<file path="src/hw/rtl/itp_pkg.sv">
// Package for the infix-to-postfix converter: operator codes, token classes,
// result kinds, status codes and the character decode and precedence functions.
// No dependencies.
package itp_pkg;

	localparam int OP_W = 3;
	typedef logic [OP_W-1:0] op_code_t;

	// Operator codes as they appear on out_operator and in the stack
	localparam op_code_t OP_ADD    = 3'd0;
	localparam op_code_t OP_SUB    = 3'd1;
	localparam op_code_t OP_MUL    = 3'd2;
	localparam op_code_t OP_DIV    = 3'd3;
	localparam op_code_t OP_POW    = 3'd4;
	localparam op_code_t OP_LPAREN = 3'd5;

	// Token kinds on func
	typedef enum logic [1:0] {
		FUNC_NUM  = 2'd0,
		FUNC_CHAR = 2'd1,
		FUNC_END  = 2'd2,
		FUNC_RSVD = 2'd3
	} func_t;

	// Result kinds on out_kind
	localparam logic [1:0] KIND_NUM    = 2'd0;
	localparam logic [1:0] KIND_OP     = 2'd1;
	localparam logic [1:0] KIND_STATUS = 2'd2;

	// End status codes
	localparam logic [1:0] ST_OK    = 2'd0;
	localparam logic [1:0] ST_BADOP = 2'd1;
	localparam logic [1:0] ST_UNBAL = 2'd2;
	localparam logic [1:0] ST_OVF   = 2'd3;

	// Error flag bit positions
	localparam int FLAG_BADOP = 0;
	localparam int FLAG_UNBAL = 1;
	localparam int FLAG_OVF   = 2;

	// ASCII characters
	localparam logic [7:0] CH_PLUS  = 8'h2B;
	localparam logic [7:0] CH_MINUS = 8'h2D;
	localparam logic [7:0] CH_STAR  = 8'h2A;
	localparam logic [7:0] CH_SLASH = 8'h2F;
	localparam logic [7:0] CH_CARET = 8'h5E;
	localparam logic [7:0] CH_LPAR  = 8'h28;
	localparam logic [7:0] CH_RPAR  = 8'h29;

	// Pop loop flavor
	typedef enum logic [1:0] {
		MODE_OP     = 2'd0,
		MODE_RPAREN = 2'd1,
		MODE_END    = 2'd2
	} mode_t;

	typedef enum logic [1:0] {
		CLS_OP  = 2'd0,
		CLS_LP  = 2'd1,
		CLS_RP  = 2'd2,
		CLS_BAD = 2'd3
	} char_class_t;

	typedef struct packed {
		char_class_t cls;
		op_code_t    code;
	} char_dec_t;

	// Decision for one popped stack entry
	typedef struct packed {
		logic emit;      // entry goes out as an operator beat
		logic consume;   // entry leaves the stack
		logic stop;      // loop ends after this entry
		logic is_lparen;
	} pop_dec_t;

	function automatic char_dec_t decode_char(input logic [7:0] ch);
		char_dec_t d;
		d.cls  = CLS_OP;
		d.code = OP_ADD;
		case (ch)
			CH_PLUS:  d.code = OP_ADD;
			CH_MINUS: d.code = OP_SUB;
			CH_STAR:  d.code = OP_MUL;
			CH_SLASH: d.code = OP_DIV;
			CH_CARET: d.code = OP_POW;
			CH_LPAR:  d.cls  = CLS_LP;
			CH_RPAR:  d.cls  = CLS_RP;
			default:  d.cls  = CLS_BAD;
		endcase
		return d;
	endfunction

	function automatic logic [1:0] prec_of(input op_code_t c);
		logic [1:0] p;
		case (c) inside
			OP_ADD, OP_SUB: p = 2'd1;
			OP_MUL, OP_DIV: p = 2'd2;
			default:        p = 2'd3;
		endcase
		return p;
	endfunction

endpackage

</file>
<file path="src/hw/rtl/itp_ram.sv">
// Generic single-write, single-read RAM with registered read data.
// No package dependency.
module itp_ram #(
	parameter int WIDTH = 3,
	parameter int DEPTH = 16
) (
	input  logic                     clk,
	input  logic                     we,
	input  logic [$clog2(DEPTH)-1:0] waddr,
	input  logic [WIDTH-1:0]         wdata,
	input  logic                     re,
	input  logic [$clog2(DEPTH)-1:0] raddr,
	output logic [WIDTH-1:0]         rdata
);

	logic [WIDTH-1:0] mem_q [DEPTH];

	always_ff @(posedge clk) begin
		if (we) begin
			mem_q[waddr] <= wdata;
		end
		if (re) begin
			rdata <= mem_q[raddr];
		end
	end

endmodule

</file>
<file path="src/hw/rtl/itp_cmp.sv">
// Precedence compare unit: decides the fate of one popped stack entry.
// Depends on itp_pkg.
module itp_cmp import itp_pkg::*; (
	input  mode_t    mode,
	input  op_code_t code,
	input  op_code_t top,
	output pop_dec_t dec
);

	logic lp;
	logic ge;

	assign lp = (top == OP_LPAREN);
	assign ge = (prec_of(top) >= prec_of(code));

	always_comb begin
		dec.is_lparen = lp;
		case (mode)
			MODE_OP: begin
				// pop while stacked precedence is greater or equal
				dec.emit    = !lp && ge;
				dec.consume = !lp && ge;
				dec.stop    = lp || !ge;
			end
			MODE_RPAREN: begin
				dec.emit    = !lp;
				dec.consume = 1'b1;
				dec.stop    = lp;
			end
			MODE_END: begin
				dec.emit    = !lp;
				dec.consume = 1'b1;
				dec.stop    = 1'b0;
			end
			default: begin
				dec.emit    = 1'b0;
				dec.consume = 1'b0;
				dec.stop    = 1'b1;
			end
		endcase
	end

endmodule

</file>
<file path="src/hw/rtl/infix_to_postfix_converter_core.sv">
// Top level of the shunting-yard infix-to-postfix converter.
// Depends on itp_pkg, itp_ram (operator stack) and itp_cmp (precedence unit).
//
// Usage:
//   Input channel (in_valid/in_stall) takes one token beat: func selects a
//   number, an operator or parenthesis character in token_char, or the end of
//   the expression. Output channel (out_valid/out_stall) gives postfix beats:
//   numbers, operators and, after an end token, one status beat. last marks
//   the final beat caused by a token. A consumer drops the whole expression
//   when the status is nonzero.
// Timing:
//   A number or a left parenthesis is handled in S_IDLE alone; a number
//   appears in the output register the cycle after acceptance. Every stack
//   entry examined takes a RAM read (S_RD) and a precedence compare in the
//   shared unit (S_CHK), including the entry that ends an operator's pops;
//   an operator, a right parenthesis or an end token adds a closing state
//   (S_FIN), an end token then S_STAT for the status beat. in_stall stays
//   high while the pop sequencer runs and while the output register is full
//   and stalled.
// Reset:
//   arst_n clears the stack count, parenthesis counters, error flags, the
//   sequencer and the output valid. The stack RAM needs no clearing: only
//   entries below the count are read. A stalled output beat is held; the
//   sequencer waits on it before producing the next beat.
module infix_to_postfix_converter_core import itp_pkg::*; #(
	parameter int STACK_DEPTH = 16,
	parameter int VALUE_BITS  = 32
) (
	input  logic        clk,
	input  logic        arst_n,
	input  logic        in_valid,
	output logic        in_stall,
	input  logic [1:0]  func,
	input  logic [31:0] number_value,
	input  logic [7:0]  token_char,
	output logic        out_valid,
	input  logic        out_stall,
	output logic [1:0]  out_kind,
	output logic [31:0] out_number,
	output logic [2:0]  out_operator,
	output logic [1:0]  status,
	output logic        last
);

	localparam int AW = $clog2(STACK_DEPTH);
	localparam int CW = $clog2(STACK_DEPTH + 1);
	localparam logic [CW-1:0] FULL_CNT = CW'(STACK_DEPTH);
	localparam logic [CW-1:0] ONE_CNT  = CW'(1);
	localparam logic [63:0] VAL_MASK =
		(VALUE_BITS >= 64) ? {64{1'b1}} : ((64'd1 << VALUE_BITS) - 64'd1);

	typedef enum logic [4:0] {
		S_IDLE = 5'b00001,
		S_RD   = 5'b00010,
		S_CHK  = 5'b00100,
		S_FIN  = 5'b01000,
		S_STAT = 5'b10000
	} state_t;

	state_t         state_q, state_d;
	logic [CW-1:0]  cnt_q, cnt_d;
	logic [7:0]     lcnt_q, lcnt_d;
	logic [7:0]     rcnt_q, rcnt_d;
	logic [2:0]     flags_q, flags_d;
	mode_t          mode_q, mode_d;
	op_code_t       code_q, code_d;
	logic           found_q, found_d;
	logic           pend_valid_q, pend_valid_d;
	op_code_t       pend_op_q, pend_op_d;

	logic           out_valid_q;
	logic [1:0]     out_kind_q;
	logic [31:0]    out_number_q;
	op_code_t       out_operator_q;
	logic [1:0]     status_q;
	logic           last_q;

	logic           slot_free;
	logic           accept;
	char_dec_t      dc;
	pop_dec_t       pd;
	op_code_t       top;

	logic           we;
	logic [AW-1:0]  waddr;
	op_code_t       wdata;
	logic           re;
	logic [AW-1:0]  raddr;
	logic [CW-1:0]  cnt_dec;

	logic           emit;
	logic [1:0]     emit_kind;
	logic [31:0]    emit_num;
	op_code_t       emit_op;
	logic [1:0]     emit_st;
	logic           emit_last;
	logic           unbal_all;

	// Output register is free when empty or being taken this cycle
	assign slot_free = !out_valid_q || !out_stall;
	assign in_stall  = !((state_q == S_IDLE) && slot_free);
	assign accept    = in_valid && !in_stall;
	assign dc        = decode_char(token_char);

	assign cnt_dec   = cnt_q - ONE_CNT;
	assign re        = (state_q == S_RD);
	assign raddr     = cnt_dec[AW-1:0];
	assign waddr     = cnt_q[AW-1:0];
	assign unbal_all = flags_q[FLAG_UNBAL] || (lcnt_q != rcnt_q);

	itp_ram #(
		.WIDTH(OP_W),
		.DEPTH(STACK_DEPTH)
	) u_stack (
		.clk  (clk),
		.we   (we),
		.waddr(waddr),
		.wdata(wdata),
		.re   (re),
		.raddr(raddr),
		.rdata(top)
	);

	itp_cmp u_cmp (
		.mode(mode_q),
		.code(code_q),
		.top (top),
		.dec (pd)
	);

	always_comb begin
		state_d      = state_q;
		cnt_d        = cnt_q;
		lcnt_d       = lcnt_q;
		rcnt_d       = rcnt_q;
		flags_d      = flags_q;
		mode_d       = mode_q;
		code_d       = code_q;
		found_d      = found_q;
		pend_valid_d = pend_valid_q;
		pend_op_d    = pend_op_q;
		we           = 1'b0;
		wdata        = OP_LPAREN;
		emit         = 1'b0;
		emit_kind    = KIND_OP;
		emit_num     = '0;
		emit_op      = OP_ADD;
		emit_st      = ST_OK;
		emit_last    = 1'b0;

		case (state_q)
			S_IDLE: begin
				if (accept) begin
					case (func_t'(func))
						FUNC_NUM: begin
							emit      = 1'b1;
							emit_kind = KIND_NUM;
							emit_num  = number_value & VAL_MASK[31:0];
							emit_last = 1'b1;
						end
						FUNC_CHAR: begin
							case (dc.cls)
								CLS_BAD: flags_d[FLAG_BADOP] = 1'b1;
								CLS_LP: begin
									if (lcnt_q != 8'hFF) begin
										lcnt_d = lcnt_q + 8'd1;
									end
									// push a left parenthesis, drop on full stack
									if (cnt_q == FULL_CNT) begin
										flags_d[FLAG_OVF] = 1'b1;
									end else begin
										we    = 1'b1;
										wdata = OP_LPAREN;
										cnt_d = cnt_q + ONE_CNT;
									end
								end
								CLS_RP: begin
									if (rcnt_q != 8'hFF) begin
										rcnt_d = rcnt_q + 8'd1;
									end
									mode_d  = MODE_RPAREN;
									found_d = 1'b0;
									state_d = (cnt_q != '0) ? S_RD : S_FIN;
								end
								default: begin
									mode_d  = MODE_OP;
									code_d  = dc.code;
									state_d = (cnt_q != '0) ? S_RD : S_FIN;
								end
							endcase
						end
						FUNC_END: begin
							mode_d  = MODE_END;
							state_d = (cnt_q != '0) ? S_RD : S_FIN;
						end
						default: ;
					endcase
				end
			end
			S_RD: begin
				state_d = S_CHK;
			end
			S_CHK: begin
				// hold the decision while an older pending beat cannot leave
				if (!(pd.emit && pend_valid_q && !slot_free)) begin
					if (pd.emit) begin
						if (pend_valid_q) begin
							emit    = 1'b1;
							emit_op = pend_op_q;
						end
						pend_valid_d = 1'b1;
						pend_op_d    = top;
					end
					if (pd.consume) begin
						cnt_d = cnt_dec;
					end
					if (pd.is_lparen && (mode_q == MODE_END)) begin
						flags_d[FLAG_UNBAL] = 1'b1;
					end
					if (pd.is_lparen && (mode_q == MODE_RPAREN)) begin
						found_d = 1'b1;
					end
					state_d = (!pd.stop && (cnt_q != ONE_CNT)) ? S_RD : S_FIN;
				end
			end
			S_FIN: begin
				if (!pend_valid_q || slot_free) begin
					if (pend_valid_q) begin
						emit         = 1'b1;
						emit_op      = pend_op_q;
						emit_last    = (mode_q != MODE_END);
						pend_valid_d = 1'b0;
					end
					case (mode_q)
						MODE_OP: begin
							if (cnt_q == FULL_CNT) begin
								flags_d[FLAG_OVF] = 1'b1;
							end else begin
								we    = 1'b1;
								wdata = code_q;
								cnt_d = cnt_q + ONE_CNT;
							end
							state_d = S_IDLE;
						end
						MODE_RPAREN: begin
							if (!found_q) begin
								flags_d[FLAG_UNBAL] = 1'b1;
							end
							state_d = S_IDLE;
						end
						MODE_END: state_d = S_STAT;
						default:  state_d = S_IDLE;
					endcase
				end
			end
			S_STAT: begin
				if (slot_free) begin
					emit      = 1'b1;
					emit_kind = KIND_STATUS;
					emit_last = 1'b1;
					if (flags_q[FLAG_BADOP]) begin
						emit_st = ST_BADOP;
					end else if (unbal_all) begin
						emit_st = ST_UNBAL;
					end else if (flags_q[FLAG_OVF]) begin
						emit_st = ST_OVF;
					end else begin
						emit_st = ST_OK;
					end
					// drop all expression state for the next one
					cnt_d   = '0;
					lcnt_d  = '0;
					rcnt_d  = '0;
					flags_d = '0;
					state_d = S_IDLE;
				end
			end
			default: state_d = S_IDLE;
		endcase
	end

	always_ff @(posedge clk or negedge arst_n) begin
		if (!arst_n) begin
			state_q      <= S_IDLE;
			cnt_q        <= '0;
			lcnt_q       <= '0;
			rcnt_q       <= '0;
			flags_q      <= '0;
			mode_q       <= MODE_OP;
			found_q      <= 1'b0;
			pend_valid_q <= 1'b0;
			out_valid_q  <= 1'b0;
		end else begin
			state_q      <= state_d;
			cnt_q        <= cnt_d;
			lcnt_q       <= lcnt_d;
			rcnt_q       <= rcnt_d;
			flags_q      <= flags_d;
			mode_q       <= mode_d;
			found_q      <= found_d;
			pend_valid_q <= pend_valid_d;
			out_valid_q  <= emit || (out_valid_q && out_stall);
		end
	end

	// Payload registers: load on a new beat, hold otherwise
	always_ff @(posedge clk) begin
		code_q    <= code_d;
		pend_op_q <= pend_op_d;
		if (emit) begin
			out_kind_q     <= emit_kind;
			out_number_q   <= emit_num;
			out_operator_q <= emit_op;
			status_q       <= emit_st;
			last_q         <= emit_last;
		end
	end

	assign out_valid    = out_valid_q;
	assign out_kind     = out_kind_q;
	assign out_number   = out_number_q;
	assign out_operator = out_operator_q;
	assign status       = status_q;
	assign last         = last_q;

	// Stack count never passes the stack depth
	a_cnt_range: assert property (@(posedge clk) disable iff (!arst_n)
		cnt_q <= FULL_CNT)
		else $error("stack count beyond depth");

	// A read is only issued with a nonempty stack
	a_rd_nonempty: assert property (@(posedge clk) disable iff (!arst_n)
		(state_q == S_RD) |-> (cnt_q != '0))
		else $error("stack read while empty");

	// No beat stays pending once the sequencer is back to idle
	a_pend_idle: assert property (@(posedge clk) disable iff (!arst_n)
		(state_q == S_IDLE) |-> !pend_valid_q)
		else $error("pending operator left behind");

	// A status beat always closes its token
	a_status_last: assert property (@(posedge clk) disable iff (!arst_n)
		(out_valid && (out_kind == KIND_STATUS)) |-> last)
		else $error("status beat without last");

	// Expression state is cleared after the status beat is loaded
	a_stat_clear: assert property (@(posedge clk) disable iff (!arst_n)
		((state_q == S_STAT) && slot_free) |=>
			((cnt_q == '0) && (flags_q == '0) && (lcnt_q == '0) && (rcnt_q == '0)))
		else $error("state not cleared after status");

endmodule
</file>
<file path="config.mk">
export PLATFORM = sky130hd
export DESIGN_NAME = infix_to_postfix_converter_core
export DESIGN_NICKNAME = d
export VERILOG_FILES = /design/src/hw/rtl/itp_pkg.sv /design/src/hw/rtl/itp_ram.sv /design/src/hw/rtl/itp_cmp.sv /design/src/hw/rtl/infix_to_postfix_converter_core.sv
export SDC_FILE = /design/constraint.sdc
export NUM_CORES = 1
export LEC_CHECK = 0
export BUFFER_PORTS_ARGS = -buffer_cell sky130_fd_sc_hd__buf_2
export CORE_ASPECT_RATIO = 1.75
export CORE_MARGIN = 1.5
export CORE_UTILIZATION = 62
export DETAILED_ROUTE_END_ITERATION = 8
export PLACE_DENSITY = 0.81
export REMOVE_ABC_BUFFERS = 1
export SLEW_MARGIN = 20
export SYNTH_ARGS = -nofsm -noshare
export SYNTH_HDL_FRONTEND = slang
export SYNTH_HIERARCHICAL = 1
export SYNTH_SLANG_ARGS = --single-unit
</file>
<file path="constraint.sdc">
create_clock -name clk -period 15.1 [get_ports clk]
set_input_delay 3.02 -clock clk [delete_from_list [all_inputs] [get_ports clk]]
set_output_delay 3.02 -clock clk [all_outputs]
set_load 0.1 [all_outputs]
</file>
==> results.md <==
- In this run, flip-flops and latches consume 35.5% of the power.
- For this run, the leading register cell type out of synthesis is edfxtp_1.
- The power dissipated by switching net loads is 0.501 mW.
- The total count of hold-check failures in the final report is 0.
- The top cell types in the final layout, fill and taps aside, are edfxtp_1 (97), buf_2 (87), and2_1 (39).
- After detailed placement, the total cell area comes to 7060 um^2.
- Global routing consumed, on the met3 layer, 5.53% of the routing resources.
- Setup repair after global routing left no endpoint under its margin.
- The number of standard cells after synthesis is 536.
- On the final layout, the worst hold slack is 449 ps.
- At the pin with the least slew margin, the transition time is 803 ps.
- The sum of routed wire length over all layers is 15.8 mm.
- The worst setup path is captured at an output port.
- The average size of a mapped cell is 12.2 um^2.
- The final estimated routing congestion in global placement is 0.914.
- The power per cell area is 174 nW/um^2.
- Of the synthesized area, sequential elements account for 57.6%.
- The count of buffers added on input and output ports is 87.
- The library cell used most frequently in the layout, excluding fill and tap cells, is edfxtp_1.
- The number of remaining DRC errors is 0.
- With fillers left out, the area of the finished cells amounts to 7710 um^2.
- The average routed wire per standard cell is 20.7 um.
- After layout, the worst path uses 46.1% of the clock period.
- The largest buffer count on any clock path is 2.
- For the final database, setup skew stands at 8.16 ps.
- Counting flops and latches in the post-synthesis netlist gives 131.
- Buffers added to address setup during post-CTS repair amount to 0.
- The type of element launching the critical path is an input port.
- The clock reaches the later pin of the worst-skew pair after 420 ps.
- The fraction of the mapped netlist area in compound gates is 9.72%.
- The count of boundary I/O pins is 88.
- The synthesized-area fraction occupied by xor and xnor cells is 1.74%.
- The placed cell count is 730.
- The clock network is responsible for 34.1% of the overall power.
- Dividing the detail-routed via count by the number of cells gives 6.40.
- The placement row count is 49.
- Yosys mapped the design onto 75 distinct sky130hd cell types.
- The number of global-route vias before repair is 4845.
- The initial utilization of the core area, before any placement, comes to 63.5%.
- The startpoint-to-endpoint class of the critical path is in2out.
- In this run, CTS created clock tree buffers numbering 17.
- The clock transition at the registers of the reported paths is 60 ps.
- The largest family of logic cells by synthesized area is simple AND/OR/NAND/NOR gates.
- The final non-filler cell total is 762.
- The buffer cell driving the clock tree root is clkbuf_16.
- The H-tree was split into 4 levels.
- The total clock sinks is 131.
- Across all setup checks in the final design, the least slack found is 8150 ps.
- For this run, the detailed router's first-pass iteration total came to 5.
- The total negative slack for setup checks is 0 ps.
- Summing the areas of all fa, ha and maj instances in the mapped netlist gives 2.30% of the synthesized area.
- In this run, synthesis inferred 97 flip-flops with an integrated enable.
- Combinational logic burns 30.3% of the power.
- The post-route netlist has 22.4% of its cells at a drive strength greater than 1.
- After clock tree synthesis, the flow added hold-fix buffers numbering 0.
- The count of pins over their slew limit is 0.
- The achievable clock frequency is 144 MHz.
- The floorplan step set the die width to 80.6 um.
- The residual antenna-violating net count after detailed routing is 0.
- The maximum vdd drop is 163 uV.
- The die outline height is 139 um.
- The internal power summed over all cells is 0.841 mW.
- The proportion of synthesized flip-flops having asynchronous set or reset is 26.0%.
- The number of warnings printed during yosys synthesis is 6.
- The core utilization of the finished layout is 74.9%.
- The cell leakage power is 3.21 nW.
- The multi-input combinational cells in the finished layout cover a total of 2600 um^2.
- The max-cap check violation count is 0.
- Across all layers, the routed design uses 4873 vias.
- The number of failing setup endpoints in the final timing report is 0.
- Across every metal layer, demand over resource in global routing totals 30.0%.
- Entering global routing, the biggest net connects 41 pins.
- The number of antenna diodes in the final layout is 0.
- The number of violations reported at the end of detailed-routing iteration 0 is 352.
- In the global route stage, met2 resource usage came out at 53.3%.
- Of all nets on the critical path, the largest fanout is 11.
- The flow ran to the end, and the final reports show no timing, DRC or antenna violations.
- The relative max-transition margin is 46.5%.
- The net switching fraction of the power is 37.3%.
- Summed over all nets, the half-perimeter wirelength after detailed placement is 11.0 mm.
- The number of antenna violations at the first check in global routing is 0.
- The cell area after technology mapping is 6540 um^2.
- The busiest layer in global routing is met2.
- Counting I/O delays and the setup requirement, the final critical path takes 6950 ps.
- The worst-case setup slack after placement is 8140 ps.
- Global routing finished with a remaining overflow of 0.
- The core area is 10300 um^2.
- The total power consumption of the routed design is 1.34 mW.
- The area used by sequential logic in the layout is 3760 um^2.
- The floorplan step defined a die boundary enclosing 11200 um^2.
- TritonCTS built the clock tree.
- Relative to the synthesized area, the layout overhead comes to 18.0%.
- At the worst endpoint, the required time is 12080 ps.
- The met1 layer usage reported by global route is 31.6%.
- Post-CTS repair changed the size of 0 cells.
- The post-layout net count is 680.
- Fill cells in the final layout number 640.
- The critical path arrival is 3930 ps.
- The post-synthesis mux area share is 5.55%.
- The path class of the tightest hold or removal check is reg2reg.
- Of the total synthesized cell area, the portion taken by AND, OR, NAND and NOR gates is 20.3%.
- The first-pass GRT wire length is 24.8 mm.
[cells in the mapped netlist, types with 7 or more instances]
master	number	area share, %
nand4_1	7	0.67
clkbuf_1	12	0.69
nor2_1	35	2.0
nand2_1	27	1.5
nor3_1	21	1.6
xnor2_1	10	1.3
nand2b_1	12	1.1
edfxtp_1	97	45
o21ai_0	11	0.84
o31ai_1	9	1.0
dfrtp_1	33	13
and2_1	39	3.7
ha_1	12	2.3
and3_1	11	1.1
a21oi_1	16	1.2
inv_1	18	1.0
or4_1	7	0.80
buf_2	8	0.61
mux4_1	8	3.2
nor2b_1	7	0.67
nand3_1	23	1.8
[registers in the layout (all words and copies together), names as in the netlist, 2 cells and up]
register,count
mode_q,2
status,2
pend_op_q,3
cnt_q,5
u_stack/rdata,3
u_stack/mem_q,48
out_number,32
lcnt_q,8
code_q,3
rcnt_q,8
out_kind,2
flags_q,3
state_q,5
out_operator,3
[cells by family (layout without fill, tap and decap cells)]
| group | after synthesis | after routing |
|---|---|---|
| simple gates | 232 | 232 |
| flops | 131 | 131 |
| compound gates | 88 | 88 |
| buf+inv | 42 | 141 |
| mux | 18 | 18 |
| xor+xnor | 13 | 13 |
| fa+ha+maj | 12 | 12 |
[critical path, stage by stage]
cell and delay, ps:
buf_2 110, nand2_1 230, nand2_1 150, buf_2 430
[area by class of cell]
type	count	area share, %
Sequential cell	131	48.8
Clock inverter	14	2.90
Tap cell	127	2.06
Multi-Input combinational cell	363	33.8
Timing Repair Buffer	91	6.03
Inverter	18	0.876
Clock buffer	18	5.56
[power by group through the flow]
stage / logic, mW / registers, mW / clock network (mW)
finish: 0.407 / 0.477 / 0.458
global route: 0.437 / 0.483 / 0.475
CTS: 0.404 / 0.475 / 0.462
detailed placement: 0.399 / 0.482 / 0
global placement: 0.389 / 0.479 / 0
floorplan: 0.224 / 0.553 / 0
[metal layers]
metal	part of all wire (%)	wire [um]	vias to the layer above
li1	-	-	2222
met5	0	0	-
met3	4.6	727	45
met4	4.9	781	0
met2	55	8720	219
met1	35	5560	2387
[worst paths after layout]
| path | slack (ps) | from | cells after the start | to |
|---|---|---|---|---|
| max | 8150 | out_stall | 4 | in_stall |
| min | 450 | u_stack/rdata[0] | 0 | pend_op_q[0] |
| max reg2reg | 11280 | cnt_q[0] | 7 | u_stack/mem_q[0][2] |
| min reg2reg | 450 | u_stack/rdata[0] | 0 | pend_op_q[0] |
| max in group asynchronous | 11900 | arst_n | 1 | state_q[2] |
| min in group asynchronous | 2680 | arst_n | 1 | lcnt_q[6] |
Note: power is estimated with default switching activity, not from simulation.
